## src/rtl/mi4_pkg.sv

```systemverilog
package mi4_pkg;

  localparam int DIGIT_W    = 8;
  localparam int NUM_TERMS  = 76;
  localparam int TERM_IDX_W = 7;
  localparam int SCR_DEPTH  = 29;

  localparam logic [4:0] ADJ_BASE = 5'd12;
  localparam logic [4:0] DET_IDX  = 5'd28;

  typedef enum logic [3:0] {
    FR_LOAD,
    FR_ISSUE,
    FR_FETCH,
    FR_DIGIT,
    FR_ACCUM,
    FR_HOLD,
    FR_DREAD,
    FR_DSTART,
    FR_DWAIT
  } front_state_e;

  typedef enum logic [1:0] {
    OS_IDLE,
    OS_READ,
    OS_SHOW
  } out_state_e;

  typedef enum logic [1:0] {
    DV_IDLE,
    DV_PREP,
    DV_RUN,
    DV_DONE
  } div_state_e;

  // one signed product term: neg, serial element, operand is element, operand, target, last
  typedef struct packed {
    logic       neg;
    logic [3:0] mul_idx;
    logic       opd_elem;
    logic [4:0] opd_idx;
    logic [4:0] dst;
    logic       last;
  } term_t;

  localparam term_t TERM_ROM [NUM_TERMS] = '{
    // 2x2 minors of the upper rows
    '{1'b0, 4'd0,  1'b1, 5'd5,  5'd0,  1'b0}, '{1'b1, 4'd4,  1'b1, 5'd1,  5'd0,  1'b1},
    '{1'b0, 4'd0,  1'b1, 5'd6,  5'd1,  1'b0}, '{1'b1, 4'd4,  1'b1, 5'd2,  5'd1,  1'b1},
    '{1'b0, 4'd0,  1'b1, 5'd7,  5'd2,  1'b0}, '{1'b1, 4'd4,  1'b1, 5'd3,  5'd2,  1'b1},
    '{1'b0, 4'd1,  1'b1, 5'd6,  5'd3,  1'b0}, '{1'b1, 4'd5,  1'b1, 5'd2,  5'd3,  1'b1},
    '{1'b0, 4'd1,  1'b1, 5'd7,  5'd4,  1'b0}, '{1'b1, 4'd5,  1'b1, 5'd3,  5'd4,  1'b1},
    '{1'b0, 4'd2,  1'b1, 5'd7,  5'd5,  1'b0}, '{1'b1, 4'd6,  1'b1, 5'd3,  5'd5,  1'b1},
    // 2x2 minors of the lower rows
    '{1'b0, 4'd8,  1'b1, 5'd13, 5'd6,  1'b0}, '{1'b1, 4'd12, 1'b1, 5'd9,  5'd6,  1'b1},
    '{1'b0, 4'd8,  1'b1, 5'd14, 5'd7,  1'b0}, '{1'b1, 4'd12, 1'b1, 5'd10, 5'd7,  1'b1},
    '{1'b0, 4'd8,  1'b1, 5'd15, 5'd8,  1'b0}, '{1'b1, 4'd12, 1'b1, 5'd11, 5'd8,  1'b1},
    '{1'b0, 4'd9,  1'b1, 5'd14, 5'd9,  1'b0}, '{1'b1, 4'd13, 1'b1, 5'd10, 5'd9,  1'b1},
    '{1'b0, 4'd9,  1'b1, 5'd15, 5'd10, 1'b0}, '{1'b1, 4'd13, 1'b1, 5'd11, 5'd10, 1'b1},
    '{1'b0, 4'd10, 1'b1, 5'd15, 5'd11, 1'b0}, '{1'b1, 4'd14, 1'b1, 5'd11, 5'd11, 1'b1},
    // adjugate, row-major
    '{1'b0, 4'd5,  1'b0, 5'd11, 5'd12, 1'b0}, '{1'b1, 4'd6,  1'b0, 5'd10, 5'd12, 1'b0},
    '{1'b0, 4'd7,  1'b0, 5'd9,  5'd12, 1'b1},
    '{1'b1, 4'd1,  1'b0, 5'd11, 5'd13, 1'b0}, '{1'b0, 4'd2,  1'b0, 5'd10, 5'd13, 1'b0},
    '{1'b1, 4'd3,  1'b0, 5'd9,  5'd13, 1'b1},
    '{1'b0, 4'd13, 1'b0, 5'd5,  5'd14, 1'b0}, '{1'b1, 4'd14, 1'b0, 5'd4,  5'd14, 1'b0},
    '{1'b0, 4'd15, 1'b0, 5'd3,  5'd14, 1'b1},
    '{1'b1, 4'd9,  1'b0, 5'd5,  5'd15, 1'b0}, '{1'b0, 4'd10, 1'b0, 5'd4,  5'd15, 1'b0},
    '{1'b1, 4'd11, 1'b0, 5'd3,  5'd15, 1'b1},
    '{1'b1, 4'd4,  1'b0, 5'd11, 5'd16, 1'b0}, '{1'b0, 4'd6,  1'b0, 5'd8,  5'd16, 1'b0},
    '{1'b1, 4'd7,  1'b0, 5'd7,  5'd16, 1'b1},
    '{1'b0, 4'd0,  1'b0, 5'd11, 5'd17, 1'b0}, '{1'b1, 4'd2,  1'b0, 5'd8,  5'd17, 1'b0},
    '{1'b0, 4'd3,  1'b0, 5'd7,  5'd17, 1'b1},
    '{1'b1, 4'd12, 1'b0, 5'd5,  5'd18, 1'b0}, '{1'b0, 4'd14, 1'b0, 5'd2,  5'd18, 1'b0},
    '{1'b1, 4'd15, 1'b0, 5'd1,  5'd18, 1'b1},
    '{1'b0, 4'd8,  1'b0, 5'd5,  5'd19, 1'b0}, '{1'b1, 4'd10, 1'b0, 5'd2,  5'd19, 1'b0},
    '{1'b0, 4'd11, 1'b0, 5'd1,  5'd19, 1'b1},
    '{1'b0, 4'd4,  1'b0, 5'd10, 5'd20, 1'b0}, '{1'b1, 4'd5,  1'b0, 5'd8,  5'd20, 1'b0},
    '{1'b0, 4'd7,  1'b0, 5'd6,  5'd20, 1'b1},
    '{1'b1, 4'd0,  1'b0, 5'd10, 5'd21, 1'b0}, '{1'b0, 4'd1,  1'b0, 5'd8,  5'd21, 1'b0},
    '{1'b1, 4'd3,  1'b0, 5'd6,  5'd21, 1'b1},
    '{1'b0, 4'd12, 1'b0, 5'd4,  5'd22, 1'b0}, '{1'b1, 4'd13, 1'b0, 5'd2,  5'd22, 1'b0},
    '{1'b0, 4'd15, 1'b0, 5'd0,  5'd22, 1'b1},
    '{1'b1, 4'd8,  1'b0, 5'd4,  5'd23, 1'b0}, '{1'b0, 4'd9,  1'b0, 5'd2,  5'd23, 1'b0},
    '{1'b1, 4'd11, 1'b0, 5'd0,  5'd23, 1'b1},
    '{1'b1, 4'd4,  1'b0, 5'd9,  5'd24, 1'b0}, '{1'b0, 4'd5,  1'b0, 5'd7,  5'd24, 1'b0},
    '{1'b1, 4'd6,  1'b0, 5'd6,  5'd24, 1'b1},
    '{1'b0, 4'd0,  1'b0, 5'd9,  5'd25, 1'b0}, '{1'b1, 4'd1,  1'b0, 5'd7,  5'd25, 1'b0},
    '{1'b0, 4'd2,  1'b0, 5'd6,  5'd25, 1'b1},
    '{1'b1, 4'd12, 1'b0, 5'd3,  5'd26, 1'b0}, '{1'b0, 4'd13, 1'b0, 5'd1,  5'd26, 1'b0},
    '{1'b1, 4'd14, 1'b0, 5'd0,  5'd26, 1'b1},
    '{1'b0, 4'd8,  1'b0, 5'd3,  5'd27, 1'b0}, '{1'b1, 4'd9,  1'b0, 5'd1,  5'd27, 1'b0},
    '{1'b0, 4'd10, 1'b0, 5'd0,  5'd27, 1'b1},
    // determinant along the top row
    '{1'b0, 4'd0,  1'b0, 5'd12, 5'd28, 1'b0}, '{1'b0, 4'd1,  1'b0, 5'd16, 5'd28, 1'b0},
    '{1'b0, 4'd2,  1'b0, 5'd20, 5'd28, 1'b0}, '{1'b0, 4'd3,  1'b0, 5'd24, 5'd28, 1'b1}
  };

endpackage

```

## src/rtl/mi4_div.sv

```systemverilog
module mi4_div
  import mi4_pkg::*;
#(
  parameter int ELEMENT_WIDTH = 32,
  parameter int FRACTION_BITS = 16,
  parameter int SCR_W         = 132
) (
  input  logic                            clk_i,
  input  logic                            rst_ni,
  input  logic                            start_i,
  input  logic signed [SCR_W-1:0]         num_i,
  input  logic signed [SCR_W-1:0]         den_i,
  output logic                            done_o,
  output logic signed [ELEMENT_WIDTH-1:0] quot_o
);

  localparam int QW    = ELEMENT_WIDTH + 2;
  localparam int DIV_W = SCR_W + 2 * FRACTION_BITS + ELEMENT_WIDTH + 3;
  localparam int CNT_W = $clog2(QW);
  localparam logic [ELEMENT_WIDTH:0] MAX_MAG = {2'b00, {(ELEMENT_WIDTH-1){1'b1}}};
  localparam logic [ELEMENT_WIDTH:0] MIN_MAG = {2'b01, {(ELEMENT_WIDTH-1){1'b0}}};

  div_state_e st_q, st_d;
  logic [CNT_W-1:0] cnt_q, cnt_d;
  logic neg_q, neg_d;
  logic [SCR_W-1:0] an_q, an_d, ad_q, ad_d, num_mag, den_mag;
  logic [DIV_W-1:0] rem_q, rem_d, dsh_q, dsh_d;
  logic [DIV_W:0] diff;
  logic [QW-1:0] q_q, q_d;
  logic [ELEMENT_WIDTH:0] qv;

  always_comb begin
    st_d = st_q;
    case (st_q)
      DV_IDLE: begin
        if (start_i) st_d = DV_PREP;
      end
      DV_PREP: st_d = DV_RUN;
      DV_RUN: begin
        if (cnt_q == CNT_W'(QW - 1)) st_d = DV_DONE;
      end
      DV_DONE: st_d = DV_IDLE;
      default: st_d = DV_IDLE;
    endcase
  end

  always_comb begin
    num_mag = num_i[SCR_W-1] ? -num_i : num_i;
    den_mag = den_i[SCR_W-1] ? -den_i : den_i;
    diff    = {1'b0, rem_q} - {1'b0, dsh_q};
    qv      = q_q[QW-2:0];
    cnt_d   = cnt_q;
    neg_d   = neg_q;
    an_d    = an_q;
    ad_d    = ad_q;
    rem_d   = rem_q;
    dsh_d   = dsh_q;
    q_d     = q_q;
    done_o  = 1'b0;
    case (st_q)
      DV_IDLE: begin
        neg_d = num_i[SCR_W-1] ^ den_i[SCR_W-1];
        an_d  = num_mag;
        ad_d  = den_mag;
      end
      DV_PREP: begin
        rem_d = (DIV_W'(an_q) << (2 * FRACTION_BITS + 1)) + DIV_W'(ad_q);
        dsh_d = DIV_W'(ad_q) << (ELEMENT_WIDTH + 2);
        cnt_d = '0;
      end
      DV_RUN: begin
        if (!diff[DIV_W]) rem_d = diff[DIV_W-1:0];
        q_d   = {q_q[QW-2:0], ~diff[DIV_W]};
        dsh_d = dsh_q >> 1;
        cnt_d = cnt_q + 1'b1;
      end
      DV_DONE: done_o = 1'b1;
      default: ;
    endcase
    // rounding already folded in, saturate to the element range
    if (!neg_q) begin
      if (q_q[QW-1] || (qv > MAX_MAG)) quot_o = {1'b0, {(ELEMENT_WIDTH-1){1'b1}}};
      else quot_o = qv[ELEMENT_WIDTH-1:0];
    end else begin
      if (q_q[QW-1] || (qv > MIN_MAG)) quot_o = {1'b1, {(ELEMENT_WIDTH-1){1'b0}}};
      else quot_o = -qv[ELEMENT_WIDTH-1:0];
    end
  end

  always_ff @(posedge clk_i or negedge rst_ni) begin
    if (!rst_ni) begin
      st_q  <= DV_IDLE;
      cnt_q <= '0;
    end else begin
      st_q  <= st_d;
      cnt_q <= cnt_d;
    end
  end

  always_ff @(posedge clk_i) begin
    neg_q <= neg_d;
    an_q  <= an_d;
    ad_q  <= ad_d;
    rem_q <= rem_d;
    dsh_q <= dsh_d;
    q_q   <= q_d;
  end

endmodule

```

## config.mk

```make
export PLATFORM = sky130hd
export DESIGN_NAME = mi4_div
export DESIGN_NICKNAME = d
export VERILOG_FILES = /design/src/rtl/mi4_pkg.sv /design/src/rtl/mi4_div.sv
export SDC_FILE = /design/constraint.sdc
export NUM_CORES = 2
export LEC_CHECK = 0
export BUFFER_PORTS_ARGS = -buffer_cell sky130_fd_sc_hd__clkbuf_2
export CORE_MARGIN = 2
export CORE_UTILIZATION = 55
export CTS_CLUSTER_DIAMETER = 30
export CTS_CLUSTER_SIZE = 28
export DETAILED_ROUTE_END_ITERATION = 7
export GPL_TIMING_DRIVEN = 0
export MAX_ROUTING_LAYER = met4
export PLACE_DENSITY = 0.73
export SYNTH_ARGS = -nofsm -noshare
export SYNTH_HDL_FRONTEND = slang
export SYNTH_SLANG_ARGS = --single-unit
```

## constraint.sdc

```tcl
create_clock -name clk_i -period 21.1 [get_ports clk_i]
set_clock_uncertainty 0.2 [all_clocks]
set_input_delay 2.11 -clock clk_i [delete_from_list [all_inputs] [get_ports clk_i]]
set_output_delay 2.11 -clock clk_i [all_outputs]
set_load 0.005 [all_outputs]
```

# Word-level counts from Yosys, hierarchy flattened
# Cells that the tools add are included.
totals:
  regBits: 705
  latch_bits: 0
  mem_bits_rw: 0
  mem_bits_ro: 0
  input_bits: 267
  out_inout_bits: 33
  word_cells: 46
  mem_count: 0
op_classes:
  n_addsub: 6
  multipliers: 0
  div: 0
  magnitude_cmp: 2
  eq_ne: 7
  n_shift: 0
  n_mux: 13
  bitwise_logic: 2
  reduce_logical: 6
op_table:
  columns: ["cell", "n"]
  rows:
  - ["$pmux W199 S2", 2]
  - ["$neg A132 Y132", 2]
  - ["$mux W131", 2]
  - ["$sub A199 B199 Y200", 1]
  - ["$mux W199", 1]
  - ["$add A165 B132 Y166", 1]
  - ["$mux W32", 3]
  - ["$gt A33 B31 Y1 const B", 1]
  - ["$gt A33 B32 Y1 const B", 1]
  - ["$neg A32 Y32", 1]
  - ["$pmux W6 S2", 1]
  - ["$pmux W2 S4", 1]
  - ["$add A6 B1 Y6 const B", 1]
  - ["$eq A6 B6 Y1 const B", 1]
  - ["$ne A2 B2 Y1 const B", 3]
  - ["$eq A2 B2 Y1 const B", 2]
  - ["$mux W2", 2]
  - ["$reduce_and A2 Y1", 2]
  - ["$eq A2 B1 Y1 const B", 1]
  - ["$logic_not A2 Y1", 1]
  - ["$logic_or A1 B1 Y1", 2]
  - ["$reduce_bool A2 Y1", 1]
  - ["$mux W1", 1]
  - ["$not A1 Y1", 1]
  - ["$xor A1 B1 Y1", 1]

# Depth between registers and ports, before layout
depth:
  depth_word: 4
  mapped_depth: 16
  mapped_depth_nobuf: 15

# Worst setup path after synthesis
# Ideal clock, no wire load.
synth_timing:
  path_type: "register to register"
  from: "register rem_q[41]"
  to: "register rem_q[0] (enable)"
  setup_ps: 600
  t_arrival_ps: 8896
  required_time_ps: 20300
  slack_ps: 11404
  stages_incl_launch_ff: 14
  n_path_buf: 1
  synth_period_minus_slack_ps: 9696
  path_cell_list: "edfxtp_1 ha_1 clkbuf_1 nand2_1 or3_1 nor4_1 nand4_1 o31ai_1 nand2_1 o31ai_1 a41oi_1 o31ai_1 nand2b_1 o41a_1"
synth_between:
  elab_chain_len: 3
synth_rtl:
  columns: ["item", "line_no", "rtl"]
  rows:
  - ["start, declared", "mi4_div.sv:27", "logic [DIV_W-1:0] rem_q, rem_d, dsh_q, dsh_d;"]
  - ["start signal, assigned", "mi4_div.sv:104", "rem_q <= rem_d;"]
  - ["$sub A199 B199 Y200", "mi4_div.sv:50", "diff = {1'b0, rem_q} - {1'b0, dsh_q};"]
  - ["$ne A2 B2 Y1 (no line)", null, null]
  - ["$reduce_and A2 Y1 (no line)", null, null]
# Every way passes these cells.
# A chain may end at the register's enable or synchronous reset.

# Final worst setup path
layout_timing:
  from: "input num_i[15]"
  to: "register an_q[121] (data pin)"
layout_between:
  elab_chain_len: 2
layout_rtl:
  columns: ["item", "line_no", "rtl"]
  rows:
  - ["start, declared", "mi4_div.sv:11", "input logic signed [SCR_W-1:0] num_i,"]
  - ["$neg A132 Y132", "mi4_div.sv:48", "num_mag = num_i[SCR_W-1] ? -num_i : num_i;"]
  - ["$mux W131", "mi4_div.sv:48", null]
  - ["named net num_mag[121]", "mi4_div.sv:26", "logic [SCR_W-1:0] an_q, an_d, ad_q, ad_d, num_mag, den_mag;"]
  - ["end signal, assigned", "mi4_div.sv:102", "an_q <= an_d;"]
  - ["end, declared", "mi4_div.sv:26", null]
# The timed path passes the listed nets, and every way through them passes these cells.

==> results_dict.tcl <==
set metrics [dict create \
    status "complete, but fails checks" \
    violations "capacitance limit, slew limit" \
    hold_path.class "flop to flop" \
    tightest_slew_ns 1.58 \
    drv_slew 11 \
    syn_area_mm2 0.0511 \
    grt_pass1_vias 45487 \
    fin_crit_ns 8.33 \
    syn2layout_area_growth_pct 17.4 \
    slew_headroom_pct -5.50 \
    drive_gt1_share_pct 12.7 \
    cap_violations 1 \
    fill_cells 7543 \
    crit_type "input port to flop" \
    clock_path_buffers 3 \
    grtUsageTotal_pct 41.3 \
    start_util_pct 55.7 \
    synth_nets 6177 \
    finalHoldViolCount 0 \
    numPortBuffers 297 \
    cts_hold_buf 0 \
    routed_wl_um 196000 \
    hpwl_um 155000 \
    routabilityCongestion 1.04 \
    nets 6649 \
    boundaryPins 300 \
    ys_ff_latch 672 \
    cts.sinks 672 \
    ys_seq_area_share_pct 39.4 \
    route.detailed.drc 0 \
    cts.clk_slew.worst_paths_ns 0.06 \
    core_mm2 0.0918 \
    die_area_mm2 0.0954 \
    crit_arrival_ns 8.62 \
    required_ns 21.39 \
    yosysWarnings 0 \
    overflow 0 \
    dr.pass1.iters 6 \
    fp.dieH_um 309 \
    postSynthAreaPerCell_um2 9.07 \
    ant_nets 0 \
    antenna_found_initial 8 \
    drt-initial-drc-count 6266 \
    cts_tree "built" \
    critPathMaxFanout 9 \
    via_per_inst 6.44 \
    rows 111 \
    clockRootBuffer "clkbuf_16" \
    rsz0062_at_grt "false" \
    period_share_pct 39.5 \
    grt_pass1_wl_um 285000 \
    final_common_cell "edfxtp_1" \
    die_w_um 309 \
    fin_setup_tns_ns 0 \
    clock_latency_ns 0.77 \
    wl_per_cell_um 26.1 \
    ys_types 79 \
    htreeDepth 4 \
    synth_edf_count 664 \
    layout_common_cells "664 x edfxtp_1, 558 x nand2_1, 515 x a21oi_1" \
    fmax_mhz 120 \
    cts_buffers 158 \
    synth-main-ff-cell "edfxtp_1" \
    async_flop_share_pct 1.19 \
    syn_inst 5632 \
    cts_setup_buffers 0 \
    cts_resized 0 \
    startpoint_type "input port" \
    grt_start_max_net_pins 76 \
    num_vias 48181 \
    end_kind "flop" \
    setup_viol 0 \
]
[worst max-delay path, stage by stage]
cell and delay (ns):
clkbuf_2 0.12, nor4_1 1.04, nand2_1 0.18, nor2_1 0.40
nand4_1 0.38, or3_1 0.52, or2_2 0.31, clkbuf_1 0.16
nor3_1 1.08, nand3_1 0.68, or3b_1 0.64, or2_2 0.30
clkbuf_1 0.22, o31ai_1 0.33, xnor2_1 0.14
[cell type report]
type / instances / area [µm²] / area share (%)
antenna: 8 / 20.0 / 0.0334
timing repair buffer: 312 / 1820 / 3.03
clock inverter: 117 / 1440 / 2.40
tap: 1243 / 1560 / 2.59
sequential: 672 / 20100 / 33.6
multi-input combinational: 4397 / 28900 / 48.1
buffer: 273 / 1040 / 1.73
clock buffer: 175 / 4020 / 6.69
inverter: 290 / 1090 / 1.81
[path summary, 6_finish.rpt]
path,startpoint,to,slack [ns],cells after the start
min in group asynchronous,rst_ni,cnt_q[4],0.99,1
max in group asynchronous,rst_ni,cnt_q[2],19.53,1
setup reg to reg,rem_q[36],rem_q[80],12.84,16
setup / recovery,num_i[15],an_q[121],12.77,15
hold / removal,q_q[24],q_q[25],0.25,0
hold reg to reg,q_q[24],q_q[25],0.25,0
[through the flow]
stage / setup WS, ns / utilization (%) / instance area [µm²] / cells / hold WS (ns)
finish: 12.77 / 65.4 / 60000 / 7487 / 0.252
global route: 12.54 / 65.4 / 60000 / 7485 / 0.267
CTS: 12.58 / 65.3 / 60000 / 7479 / 0.256
detailed placement: 12.38 / 59.4 / 54500 / 7187 / 0.240
global placement: 5.80 / 59.0 / 54100 / 7172 / 0.231
floorplan: 11.40 / - / 51100 / 5632 / 0.224
[synth_stat cells, types with 22 or more instances]
master / instances / area share (%)
inv_1: 290 / 2.1
o41ai_1: 58 / 0.99
nand2_1: 558 / 4.1
a21boi_0: 30 / 0.44
o311ai_0: 29 / 0.50
o21bai_1: 79 / 1.2
nor2b_1: 26 / 0.32
clkbuf_1: 261 / 1.9
nor3_1: 105 / 1.0
ha_1: 276 / 6.8
edfxtp_1: 664 / 39
a21o_1: 151 / 2.2
a211oi_1: 33 / 0.48
nand2b_1: 46 / 0.56
and3_1: 22 / 0.27
a21oi_1: 515 / 5.0
or4_1: 53 / 0.78
xor2_1: 137 / 2.3
or3_1: 98 / 1.2
nand3_1: 79 / 0.77
nor4_1: 48 / 0.59
o211ai_1: 23 / 0.34
nor2_1: 406 / 3.0
o31ai_1: 120 / 1.8
a31oi_1: 35 / 0.43
o21a_1: 46 / 0.68
mux2_2: 133 / 2.9
mux2i_1: 30 / 0.59
or2_2: 46 / 0.56
xnor2_1: 410 / 7.0
o21ai_0: 464 / 4.5
nand4_1: 165 / 2.0
[flip-flops by register name, summed over array words and instances, names as in the netlist]
| name | count |
|---|---|
| neg_q | 1 |
| rem_q | 199 |
| ad_q | 132 |
| q_q | 34 |
| st_q | 2 |
| dsh_q | 166 |
| an_q | 132 |
| cnt_q | 6 |
[cells by family after synthesis]
| family | after synthesis | synth area share (%) |
|---|---|---|
| simple gates | 1729 | 16.4 |
| flops | 672 | 39.4 |
| xor+xnor | 547 | 9.38 |
| mux | 163 | 3.52 |
| buf+inv | 563 | 4.14 |
| fa+ha+maj | 278 | 6.84 |
| compound gates | 1680 | 20.3 |
[per-layer routing]
| metal | vias up | routed length, µm | global-route usage, % |
|---|---|---|---|
| li1 | 21940 | - | - |
| met1 | 22879 | 79000 | 54.2 |
| met2 | 2895 | 83900 | 60.3 |
| met3 | 467 | 22000 | 9.35 |
| met4 | 0 | 10600 | 20.0 |
| met5 | - | 0 | - |
Power is not shown: default switching activity piles up to over one toggle a cycle in this logic, so the estimate is an artifact.
